--- config.mk ---
export PLATFORM = sky130hd
export DESIGN_NAME = keypad_reply_key_fifo_top
export DESIGN_NICKNAME = d
export VERILOG_FILES = /design/src/hdl/krkf_pkg.sv /design/src/hdl/krkf_ring.sv /design/src/hdl/keypad_reply_key_fifo_top.sv
export VERILOG_INCLUDE_DIRS = /design/src /design/src/hdl
export SDC_FILE = /design/constraint.sdc
export NUM_CORES = 1
export LEC_CHECK = 0
export ABC_AREA = 0
export ABC_CLOCK_PERIOD_IN_PS = 3730
export BUFFER_PORTS_ARGS = -buffer_cell sky130_fd_sc_hd__buf_2
export CAP_MARGIN = 25
export CORE_ASPECT_RATIO = 1.25
export CORE_MARGIN = 4
export CORE_UTILIZATION = 50
export CTS_BUF_LIST = sky130_fd_sc_hd__clkbuf_4
export CTS_CLUSTER_DIAMETER = 80
export DETAILED_ROUTE_END_ITERATION = 16
export GPL_ROUTABILITY_DRIVEN = 0
export PLACE_DENSITY = 0.71
export SYNTH_ARGS = -nofsm -noshare
export SYNTH_HDL_FRONTEND = slang
export SYNTH_HIERARCHICAL = 1
export SYNTH_SLANG_ARGS = --single-unit
export TNS_END_PERCENT = 100
--- constraint.sdc ---
create_clock -name i_clk -period 3.73 [get_ports i_clk]
set_clock_uncertainty 0.15 [all_clocks]
set_input_delay 0.746 -clock i_clk [delete_from_list [all_inputs] [get_ports i_clk]]
set_output_delay 0.746 -clock i_clk [all_outputs]
set_load 0.05 [all_outputs]
--- src/hdl/assert_macros.svh ---
// Assertion helpers. Both forms sample on i_clk and are disabled while i_rst_n is low.
`ifndef ASSERT_MACROS_SVH
`define ASSERT_MACROS_SVH
`ifndef NO_ASSERTIONS
`define ASSERT_HOLDS(lbl, cond, msg) \
    lbl: assert property (@(posedge i_clk) disable iff (!i_rst_n) (cond)) else $error(msg);
`define ASSERT_NEXT(lbl, ante, cons, msg) \
    lbl: assert property (@(posedge i_clk) disable iff (!i_rst_n) (ante) |=> (cons)) \
        else $error(msg);
`else
`define ASSERT_HOLDS(lbl, cond, msg)
`define ASSERT_NEXT(lbl, ante, cons, msg)
`endif
`endif

--- src/hdl/krkf_pkg.sv ---
package krkf_pkg;

    localparam int RING_DEPTH = 16;
    localparam int RING_AW    = (RING_DEPTH > 1) ? $clog2(RING_DEPTH) : 1;
    localparam int TABLE_SIZE = 48;

    localparam logic [7:0] CHAR_BANG  = 8'h21;
    localparam logic [7:0] CHAR_NUL   = 8'h00;
    localparam logic [6:0] KEY_SPACE  = 7'h20;
    localparam logic [6:0] POS_MAX    = 7'd127;
    localparam logic [6:0] PAIR_START = 7'd4;

    localparam logic [6:0] KEY_TABLE [TABLE_SIZE] = '{
        7'h20, 7'h39, 7'h0d, 7'h30, 7'h40, 7'h23, 7'h51, 7'h24,
        7'h35, 7'h36, 7'h38, 7'h37, 7'h31, 7'h32, 7'h34, 7'h33,
        7'h20, 7'h2d, 7'h20, 7'h6c, 7'h57, 7'h45, 7'h71, 7'h52,
        7'h2b, 7'h3c, 7'h3e, 7'h2e, 7'h2a, 7'h2f, 7'h08, 7'h21,
        7'h20, 7'h39, 7'h0d, 7'h30, 7'h40, 7'h23, 7'h7e, 7'h24,
        7'h35, 7'h36, 7'h38, 7'h37, 7'h31, 7'h32, 7'h34, 7'h33
    };

    typedef struct packed {
        logic       push;
        logic       pop;
        logic [6:0] wr_data;
    } t_ring_ctrl;

    typedef struct packed {
        logic [RING_AW-1:0] count;
        logic               empty;
        logic               full;
    } t_ring_stat;

    function automatic logic [6:0] key_lookup(input logic [7:0] idx);
        logic [6:0] key;
        key = KEY_SPACE;
        if (idx < 8'(TABLE_SIZE)) begin
            key = KEY_TABLE[idx[5:0]];
        end
        return key;
    endfunction

    // Anything that is not a hex digit counts as zero.
    function automatic logic [3:0] hex_value(input logic [7:0] c);
        logic [3:0] v;
        v = 4'd0;
        if (c >= 8'h30 && c <= 8'h39) begin
            v = c[3:0];
        end else if ((c >= 8'h41 && c <= 8'h46) || (c >= 8'h61 && c <= 8'h66)) begin
            v = 4'(c[3:0] + 4'd9);
        end
        return v;
    endfunction

endpackage

--- src/hdl/krkf_ring.sv ---
module krkf_ring (
    input  logic                  i_clk,
    input  logic                  i_rst_n,
    input  krkf_pkg::t_ring_ctrl  i_ctrl,
    output krkf_pkg::t_ring_stat  o_stat,
    output logic [6:0]            o_rd_data
);

    localparam logic [krkf_pkg::RING_AW-1:0] LAST_SLOT =
        krkf_pkg::RING_AW'(krkf_pkg::RING_DEPTH - 1);

    logic [6:0]                   r_ring [krkf_pkg::RING_DEPTH];
    logic [krkf_pkg::RING_AW-1:0] r_wr_ptr;
    logic [krkf_pkg::RING_AW-1:0] r_rd_ptr;
    logic [krkf_pkg::RING_AW-1:0] r_count;
    logic [6:0]                   r_rd_data;
    logic [krkf_pkg::RING_AW-1:0] n_wr_ptr;
    logic [krkf_pkg::RING_AW-1:0] n_rd_ptr;

    assign n_wr_ptr = (r_wr_ptr == LAST_SLOT) ? '0 : r_wr_ptr + 1'b1;
    assign n_rd_ptr = (r_rd_ptr == LAST_SLOT) ? '0 : r_rd_ptr + 1'b1;

    // One slot stays free, so full means the write pointer would catch up.
    assign o_stat.count = r_count;
    assign o_stat.empty = (r_count == '0);
    assign o_stat.full  = (n_wr_ptr == r_rd_ptr);
    assign o_rd_data    = r_rd_data;

    always_ff @(posedge i_clk) begin
        if (!i_rst_n) begin
            r_wr_ptr <= '0;
            r_rd_ptr <= '0;
            r_count  <= '0;
        end else begin
            if (i_ctrl.push) begin
                r_wr_ptr <= n_wr_ptr;
            end
            if (i_ctrl.pop) begin
                r_rd_ptr <= n_rd_ptr;
            end
            case ({i_ctrl.push, i_ctrl.pop})
                2'b10:   r_count <= r_count + 1'b1;
                2'b01:   r_count <= r_count - 1'b1;
                default: r_count <= r_count;
            endcase
        end
    end

    always_ff @(posedge i_clk) begin
        if (i_ctrl.push) begin
            r_ring[r_wr_ptr] <= i_ctrl.wr_data;
        end
        if (i_ctrl.pop) begin
            r_rd_data <= r_ring[r_rd_ptr];
        end
    end

endmodule

--- src/hdl/keypad_reply_key_fifo_top.sv ---
// Channel   Dir  Word contents
// s_axis    in   tdata: rx_char; tuser: req_type, rx_first, crc_good; tlast: rx_final
// m_axis    out  tdata: key_code, keys_waiting, good_replies, bad_replies;
//                tuser: key_valid, reply_good; tlast: reply_done
// cfg       in   i_cfg_data: crc_check_enable
//
// One word in, one word out; a new word is taken every cycle while the output register is empty or being drained.
// The result appears in the output register on the cycle after acceptance.
// s_axis_tready is high while the output register is empty or being drained.
// Reset is synchronous, active low; CRC checking comes up enabled.
// The config port is always ready.
`include "assert_macros.svh"

module keypad_reply_key_fifo_top (
    input  logic        i_clk,
    input  logic        i_rst_n,
    input  logic        i_cfg_valid,
    output logic        o_cfg_ready,
    input  logic        i_cfg_data,
    input  logic        s_axis_tvalid,
    output logic        s_axis_tready,
    input  logic [7:0]  s_axis_tdata,   // [7:0] rx_char
    input  logic [2:0]  s_axis_tuser,   // [0] req_type, [1] rx_first, [2] crc_good
    input  logic        s_axis_tlast,   // rx_final
    output logic        m_axis_tvalid,
    input  logic        m_axis_tready,
    output logic [47:0] m_axis_tdata,   // [6:0] key_code, [10:7] keys_waiting,
                                        // [26:11] good_replies, [42:27] bad_replies
    output logic [1:0]  m_axis_tuser,   // [0] key_valid, [1] reply_good
    output logic        m_axis_tlast    // reply_done
);

    logic        r_crc_en;
    logic [6:0]  r_char_pos, n_char_pos;
    logic [7:0]  r_pend_idx, n_pend_idx;
    logic        r_pend_full, n_pend_full;
    logic        r_reply_ok, n_reply_ok;
    logic        r_parse_stop, n_parse_stop;
    logic [15:0] r_good_cnt, n_good_cnt;
    logic [15:0] r_bad_cnt, n_bad_cnt;
    logic        r_out_valid, n_out_valid;
    logic        r_key_valid, n_key_valid;
    logic        r_done, n_done;
    logic        r_good, n_good;

    logic                 s_acc;
    logic [3:0]           w_hex;
    logic [6:0]           w_rd_data;
    logic [krkf_pkg::RING_AW+3:0] w_wait_ext;
    krkf_pkg::t_ring_ctrl w_ctrl;
    krkf_pkg::t_ring_stat w_stat;

    assign o_cfg_ready   = 1'b1;
    assign s_axis_tready = !r_out_valid || m_axis_tready;
    assign s_acc         = s_axis_tvalid && s_axis_tready;
    assign w_hex         = krkf_pkg::hex_value(s_axis_tdata);

    krkf_ring u_ring (
        .i_clk     (i_clk),
        .i_rst_n   (i_rst_n),
        .i_ctrl    (w_ctrl),
        .o_stat    (w_stat),
        .o_rd_data (w_rd_data)
    );

    always_comb begin
        n_char_pos   = r_char_pos;
        n_pend_idx   = r_pend_idx;
        n_pend_full  = r_pend_full;
        n_reply_ok   = r_reply_ok;
        n_parse_stop = r_parse_stop;
        n_good_cnt   = r_good_cnt;
        n_bad_cnt    = r_bad_cnt;
        n_key_valid  = r_key_valid;
        n_done       = r_done;
        n_good       = r_good;
        n_out_valid  = r_out_valid && !m_axis_tready;
        w_ctrl       = '0;
        w_ctrl.wr_data = krkf_pkg::key_lookup(r_pend_idx);

        if (s_acc) begin
            n_out_valid = 1'b1;
            n_key_valid = 1'b0;
            n_done      = 1'b0;
            n_good      = 1'b0;
            if (s_axis_tuser[0]) begin
                w_ctrl.pop  = !w_stat.empty;
                n_key_valid = !w_stat.empty;
            end else begin
                if (s_axis_tuser[1]) begin
                    n_char_pos   = '0;
                    n_pend_idx   = '0;
                    n_pend_full  = 1'b0;
                    n_parse_stop = 1'b0;
                    n_reply_ok   = (s_axis_tdata == krkf_pkg::CHAR_BANG) &&
                                   (!r_crc_en || s_axis_tuser[2]);
                end
                // A NUL drops any completed pair and ends parsing.
                if (s_axis_tdata == krkf_pkg::CHAR_NUL) begin
                    n_pend_full  = 1'b0;
                    n_parse_stop = 1'b1;
                end
                // Push a pair only once another character has followed it.
                if (n_pend_full) begin
                    if (n_reply_ok && !n_parse_stop) begin
                        if (w_stat.full) begin
                            n_parse_stop = 1'b1;
                        end else begin
                            w_ctrl.push = 1'b1;
                        end
                    end
                    n_pend_full = 1'b0;
                end
                if (n_char_pos == krkf_pkg::POS_MAX) begin
                    n_parse_stop = 1'b1;
                end else if (n_char_pos >= krkf_pkg::PAIR_START && !n_parse_stop) begin
                    if (!n_char_pos[0]) begin
                        n_pend_idx = {w_hex, 4'd0};
                    end else begin
                        n_pend_idx  = {n_pend_idx[7:4], w_hex};
                        n_pend_full = 1'b1;
                    end
                end
                if (n_char_pos != krkf_pkg::POS_MAX) begin
                    n_char_pos = n_char_pos + 1'b1;
                end
                if (s_axis_tlast) begin
                    n_done = 1'b1;
                    if (n_reply_ok) begin
                        n_good = 1'b1;
                        if (r_good_cnt != 16'hffff) begin
                            n_good_cnt = r_good_cnt + 1'b1;
                        end
                    end else if (r_bad_cnt != 16'hffff) begin
                        n_bad_cnt = r_bad_cnt + 1'b1;
                    end
                end
            end
        end
    end

    always_ff @(posedge i_clk) begin
        if (!i_rst_n) begin
            r_crc_en     <= 1'b1;
            r_char_pos   <= '0;
            r_pend_idx   <= '0;
            r_pend_full  <= 1'b0;
            r_reply_ok   <= 1'b0;
            r_parse_stop <= 1'b0;
            r_good_cnt   <= '0;
            r_bad_cnt    <= '0;
            r_out_valid  <= 1'b0;
            r_key_valid  <= 1'b0;
            r_done       <= 1'b0;
            r_good       <= 1'b0;
        end else begin
            if (i_cfg_valid) begin
                r_crc_en <= i_cfg_data;
            end
            r_char_pos   <= n_char_pos;
            r_pend_idx   <= n_pend_idx;
            r_pend_full  <= n_pend_full;
            r_reply_ok   <= n_reply_ok;
            r_parse_stop <= n_parse_stop;
            r_good_cnt   <= n_good_cnt;
            r_bad_cnt    <= n_bad_cnt;
            r_out_valid  <= n_out_valid;
            r_key_valid  <= n_key_valid;
            r_done       <= n_done;
            r_good       <= n_good;
        end
    end

    assign w_wait_ext    = {4'd0, w_stat.count};
    assign m_axis_tvalid = r_out_valid;
    assign m_axis_tlast  = r_done;
    assign m_axis_tuser  = {r_good, r_key_valid};
    assign m_axis_tdata  = {5'd0, r_bad_cnt, r_good_cnt, w_wait_ext[3:0],
                            r_key_valid ? w_rd_data : 7'd0};

    `ASSERT_NEXT(a_pop_drains, s_acc && s_axis_tuser[0] && !w_stat.empty, w_stat.count == $past(w_stat.count) - 1'b1 && r_key_valid, "pop did not take one key")
    `ASSERT_NEXT(a_pop_empty, s_acc && s_axis_tuser[0] && w_stat.empty, !r_key_valid && w_stat.empty, "pop on empty ring returned a key")
    `ASSERT_HOLDS(a_good_done, !r_good || r_done, "reply_good without reply_done")
    `ASSERT_HOLDS(a_key_not_reply, !(r_key_valid && r_done), "key and reply end in one word")

endmodule
Yosys cells after proc, flatten, opt, wreduce, memory -nomap -nowiden

Memories as Yosys holds them, arrays and structs flattened. A register that Yosys moved wholly into a read port is not among the register bits.
Index checks and enable logic that the tools add are counted.

Bits in read-only memories: 448
Bits in writable memories: 112
Word-level logic and storage cells: 121
Bits in latches: 0
Flip-flop bits (word level): 67
Memories: 2
Output and inout port bits: 54
Input port bits: 18

$add $sub $neg: 8
Equality and inequality tests: 10
Muxes and demuxes: 51
Bitwise operators: 3
Divide/modulo/power cells: 0
Shift-type cells: 0
$lt $le $gt $ge: 9
Reduce and logical (&&, ||, !) cells: 23
$mul: 0

Memory list:

| memory          | depth | bits a word | read ports | clocked after memory_dff | write ports | line            | source |
|---|---|---|---|---|---|---|---|
| (no name shown) | 64    | 7           | 1          | 0                        | 0           | krkf_pkg.sv:38  | `key = KEY_TABLE[idx[5:0]];` |
| u_ring.r_ring   | 16    | 7           | 1          | 1                        | 1           | krkf_ring.sv:12 | `logic [6:0] r_ring [krkf_pkg::RING_DEPTH];` |

Operator list:

| cell                                                              | count |
|---|---|
| 2-to-1 mux 7 bit                                                  | 8 |
| 2-to-1 mux 1 bit                                                  | 33 |
| adder 16 x 1 -> 16 bit, second input constant                     | 2 |
| 2-to-1 mux 8 bit                                                  | 4 |
| != test 16 bit, second input constant                             | 2 |
| greater-or-equal comparator 8 x 7 -> 1 bit, second input constant | 2 |
| <= comparator 8 x 7 -> 1 bit, second input constant               | 2 |
| 2-to-1 mux 4 bit                                                  | 4 |
| adder 4 x 1 -> 4 bit, second input constant                       | 3 |
| AND reduction 5 bit                                               | 2 |
| equality test 4 bit, second input constant                        | 2 |
| equality test 8 x 6 -> 1 bit, second input constant               | 1 |
| greater-or-equal comparator 8 x 6 -> 1 bit, second input constant | 1 |
| <= comparator 8 x 6 -> 1 bit, second input constant               | 1 |
| logical AND 1 bit                                                 | 8 |
| logical NOT 8 bit                                                 | 1 |
| < comparator 8 x 6 -> 1 bit, second input constant                | 1 |
| case mux 4 bit (2 select lines)                                   | 1 |
| adder 7 x 1 -> 7 bit, second input constant                       | 1 |
| equality test 7 bit, second input constant                        | 1 |
| greater-or-equal comparator 7 x 3 -> 1 bit, second input constant | 1 |
| greater-or-equal comparator 7 bit, second input constant          | 1 |
| != test 7 bit, second input constant                              | 1 |
| NOT 6 -> 7 bit                                                    | 1 |
| other kinds (12)                                                  | 20 |

Longest topological paths before layout

Word-level depth: 15
Depth in mapped cells: 17
Mapped depth without buffers: 16

Hierarchy

The synthesis kept the hierarchy.

By module, submodules not included:

| module                    | times used | seq. area each (um^2) | area an instance (um^2) | cells an instance |
|---|---|---|---|---|
| krkf_ring                 | 1          | 3813.7                | 5348.9                  | 303 |
| keypad_reply_key_fifo_top | 1          | 1101.1                | 3473.3                  | 417 |

Worst setup path before layout

OpenSTA, ideal clock, no wires.

Path kind: input to register
Start: in m_axis_tready
End: reg u_ring/r_count[2] (netlist bit)
Buffers on the path: 0
Data required time: 3.510 ns
Stages on the path: 11
Library setup time: 0.070 ns
Slack: -0.449 ns
Arrival: 3.959 ns
Cells stage by stage: nor2b_1 inv_1 nand2_1 nor3b_1 ha_1 xor2_1 ha_1 a21oi_1 xor2_1 or3_1 a21boi_1

RTL lines:

| element                | line                            | source |
|---|---|---|
| start: declaration     | keypad_reply_key_fifo_top.sv:26 | `input logic m_axis_tready,` |
| end signal: assignment | krkf_ring.sv:42                 | `2'b10: r_count <= r_count + 1'b1;` |
| end signal: assignment | krkf_ring.sv:43                 | `2'b01: r_count <= r_count - 1'b1;` |
| end signal: assignment | krkf_ring.sv:44                 | `default: r_count <= r_count;` |
| end: declaration       | krkf_ring.sv:15                 | `logic [krkf_pkg::RING_AW-1:0] r_count;` |

==> metrics.txt <==
vias in the first global route 5936; reg2reg end u_ring/r_count[2]; hold_buf cts 0; die area 0.0198 mm2; clk root buf clkbuf_4; Final #Nets 820; #FFs+latches synth roughly 190; number of enable flip-flop cells after synthesis roughly 120; DR vias 5872; die height 157 um; hold-critical path depth 3; final worst setup slack 0.246 ns; largest family of logic cells by synthesized area simple AND/OR/NAND/NOR gates; synthesized netlist cell count 720; share of layout cells above drive strength 1 21.8%; Storage cell area roughly 0.005 mm2; final setup fails 0; Clock Latency Late Sink 0.56 ns; XOR/XNOR share of the synthesized area between 2 and 3%; Synth warnings 6; crit path launch type flip-flop; setup bufs post-CTS 0; post-route DRC violation count 0; Syn Area/Cell roughly 12 um2; drt pass-1 iters 7; most common cell after layout, fill and taps aside edfxtp_1; reg2reg setup slack 0.25 ns; Peak VDD IR between 0.0002 and 0.00025 V; CP required 4.08 ns; Hold EP r_crc_en; PwrDens between 300 and 400 mW/mm2; relative slew slack between 50 and 60%; Crit path arrival time approximately 3.8 ns; WL/cell 18.1 um; register share of total power approximately two thirds; Worst R2R Start u_ring/r_wr_ptr[1]; Post-Syn Area 0.00882 mm2; RSZ-0062 raised after global routing false; combinational power share 3.1%; Max Cap Viol 0; hold_sp i_cfg_data; antenna violations before repair 1; HPWL Detailed 13000 um; Post-synth ARST share 0%; Hold Vio Cnt, Final 0; mux contribution to synthesized area roughly 9%; HP Class in -> reg; Post-Route WL 18400 um; sequential area share after synthesis 55.7%; complex-gate fraction of the synthesized area between 9 and 10%; Fill cells between 1k and 1.5k; CTS clk-pin slew, worst paths ~0.15 ns; DR iter-0 viols 388; Starting Density between 50% and 60%; Post-Synth Adder-Cell Area 2.98%; R2R depth 16; Int Power 2.55 mW; crit path launch u_ring/r_wr_ptr[1]; largest net degree at the start of global routing 41; width of the chip 127 um; critical setup path kind reg -> reg; TritonCTS clock tree built; DP Worst Slack 0.0883 ns; Worst Tran Pin Value 0.639 ns; clock buffer depth 2; # clock sinks 186; switching portion of total power 23.9%; PortBufs 65; fin crit period 3.48 ns; grt total ovfl 0; area grow syn2layout 9.09%; row count 54; Num CTS Buffers 17; core area ~0.017 mm2; CP Max Fanout 8; P_leak between 3 and 4 nW; Simple-Gate Fraction of Synth Area around 16%; num ports 72; status completed; area of the multi-input gates approximately 0.0036 mm2; Highest Clock Rate approximately 0.29 GHz; # resized after CTS 0; Primary FF master, synth edfxtp_1; htree depth 4; Antenna Nets Post-Route 0; fin crit share 93.4%; total net switching power 0.800 mW; total track usage 18.9%; crit end category flip-flop; Cell variety after synth between 70 and 80; most frequent cells in the layout edfxtp_1, buf_2, dfxtp_1; first-pass GRT wire length 30000 um; Clock Power Share around a third; Slew Viols, Final 0; via/cell ratio 5.76; Post-Route Setup TNS 0 ns
## worst max-delay path, cell delays in order (launching register included)
cell,delay [ns]
dfxtp_1,0.44
ha_2,0.31
a21oi_1,0.07
o22ai_1,0.20
xnor2_1,0.15
nor2_1,0.10
nor4b_1,0.29
nand3_1,0.13
nor2_1,0.17
inv_1,0.12
ha_1,0.27
xor2_1,0.17
ha_1,0.19
a21oi_1,0.14
xor2_1,0.09
or3_1,0.31
a21boi_1,0.13
## cells by family after synthesis
| group | count (synthesis) |
|---|---|
| AO/OA/AOI/OAI | 118 |
| XOR/XNOR | 28 |
| adder cells (fa/ha/maj) | 21 |
| buffers and inverters | 60 |
| flip-flops | 186 |
| multiplexers | 51 |
| other | 2 |
| AND/OR/NAND/NOR | 254 |
## synthesized netlist by cell type (all sizes together), types with 9 or more instances
library cell | number | share of area, %
dfxtp | 67 | 15
o21ai | 17 | 0.96
mux4 | 21 | 5.4
o31ai | 13 | 1.1
nor3 | 14 | 1.0
nand4 | 14 | 1.1
nand3 | 22 | 1.3
buf | 25 | 2.0
xnor2 | 21 | 2.1
mux2i | 15 | 1.7
nand2 | 50 | 2.1
or3 | 10 | 0.71
nor4 | 13 | 1.4
ha | 21 | 3.0
edfxtp | 119 | 41
inv | 17 | 0.72
nor2 | 46 | 2.0
mux2 | 15 | 1.9
o22ai | 9 | 0.64
nor2b | 13 | 0.92
nand2b | 14 | 0.99
a21oi | 26 | 1.5
and2 | 31 | 2.2
clkbuf | 18 | 0.77
## registers in the layout (all words and copies together) (netlist names), 4 cells and up
| name | count |
|---|---|
| r_bad_cnt | 16 |
| r_char_pos | 7 |
| r_good_cnt | 16 |
| r_pend_idx | 8 |
| u_ring/o_rd_data | 7 |
| u_ring/r_count | 4 |
| u_ring/r_rd_ptr | 4 |
| u_ring/r_ring | 112 |
| u_ring/r_wr_ptr | 4 |
## worst max path at each step
| stage | depth (start not counted) | slack [ns] | end |
|---|---|---|---|
| global route | 16 | 0.03 | u_ring/r_count[2] |
| finish | 16 | 0.25 | u_ring/r_count[2] |
| CTS | 16 | 0.15 | u_ring/r_count[2] |
| global placement | 12 | 0.23 | u_ring/r_count[2] |
| floorplan | 11 | 0.08 | u_ring/r_count[2] |
| detailed placement | 12 | 0.09 | u_ring/r_count[2] |
## per-stage QoR
step | area, um2 | util (%) | hold slack, ns | instances | total power, mW
after floorplan | 8840 | - | 0.293 | 724 | 2.29
after global placement | 9320 | 53.7 | 0.296 | 985 | 2.32
after detailed placement | 9320 | 53.7 | 0.305 | 985 | 2.32
after CTS | 9610 | 55.3 | 0.185 | 1017 | 3.39
after global routing | 9620 | 55.4 | 0.219 | 1019 | 3.48
final | 9620 | 55.4 | 0.245 | 1019 | 3.35
## power groups by stage
| stage | Sequential, mW | Clock [mW] | Combinational [mW] |
|---|---|---|---|
| floorplan | 2.22 | 0 | 0.0700 |
| global placement | 2.22 | 0 | 0.101 |
| detailed placement | 2.22 | 0 | 0.104 |
| CTS | 2.17 | 1.11 | 0.104 |
| global route | 2.17 | 1.19 | 0.115 |
| finish | 2.17 | 1.07 | 0.105 |
## routing by layer
layer  vias to the layer above  GRT usage (%)  part of all wire (%)
li1                       2821              -                     -
met1                      2845           22.0                    40
met2                       179           34.3                    53
met3                        27           4.10                   5.2
met4                         0           7.00                   1.9
met5                         -              0                     0
## cell type report
type	instances	share of cell area (%)
sequential	186	51.1
multi-input combinational	478	37.7
timing repair buffer	81	4.67
tap	224	2.91
clock inverter	15	1.64
clock buffer	17	1.33
inverter	17	0.663
antenna	1	0.0260
(Power assumes the default switching activity.)
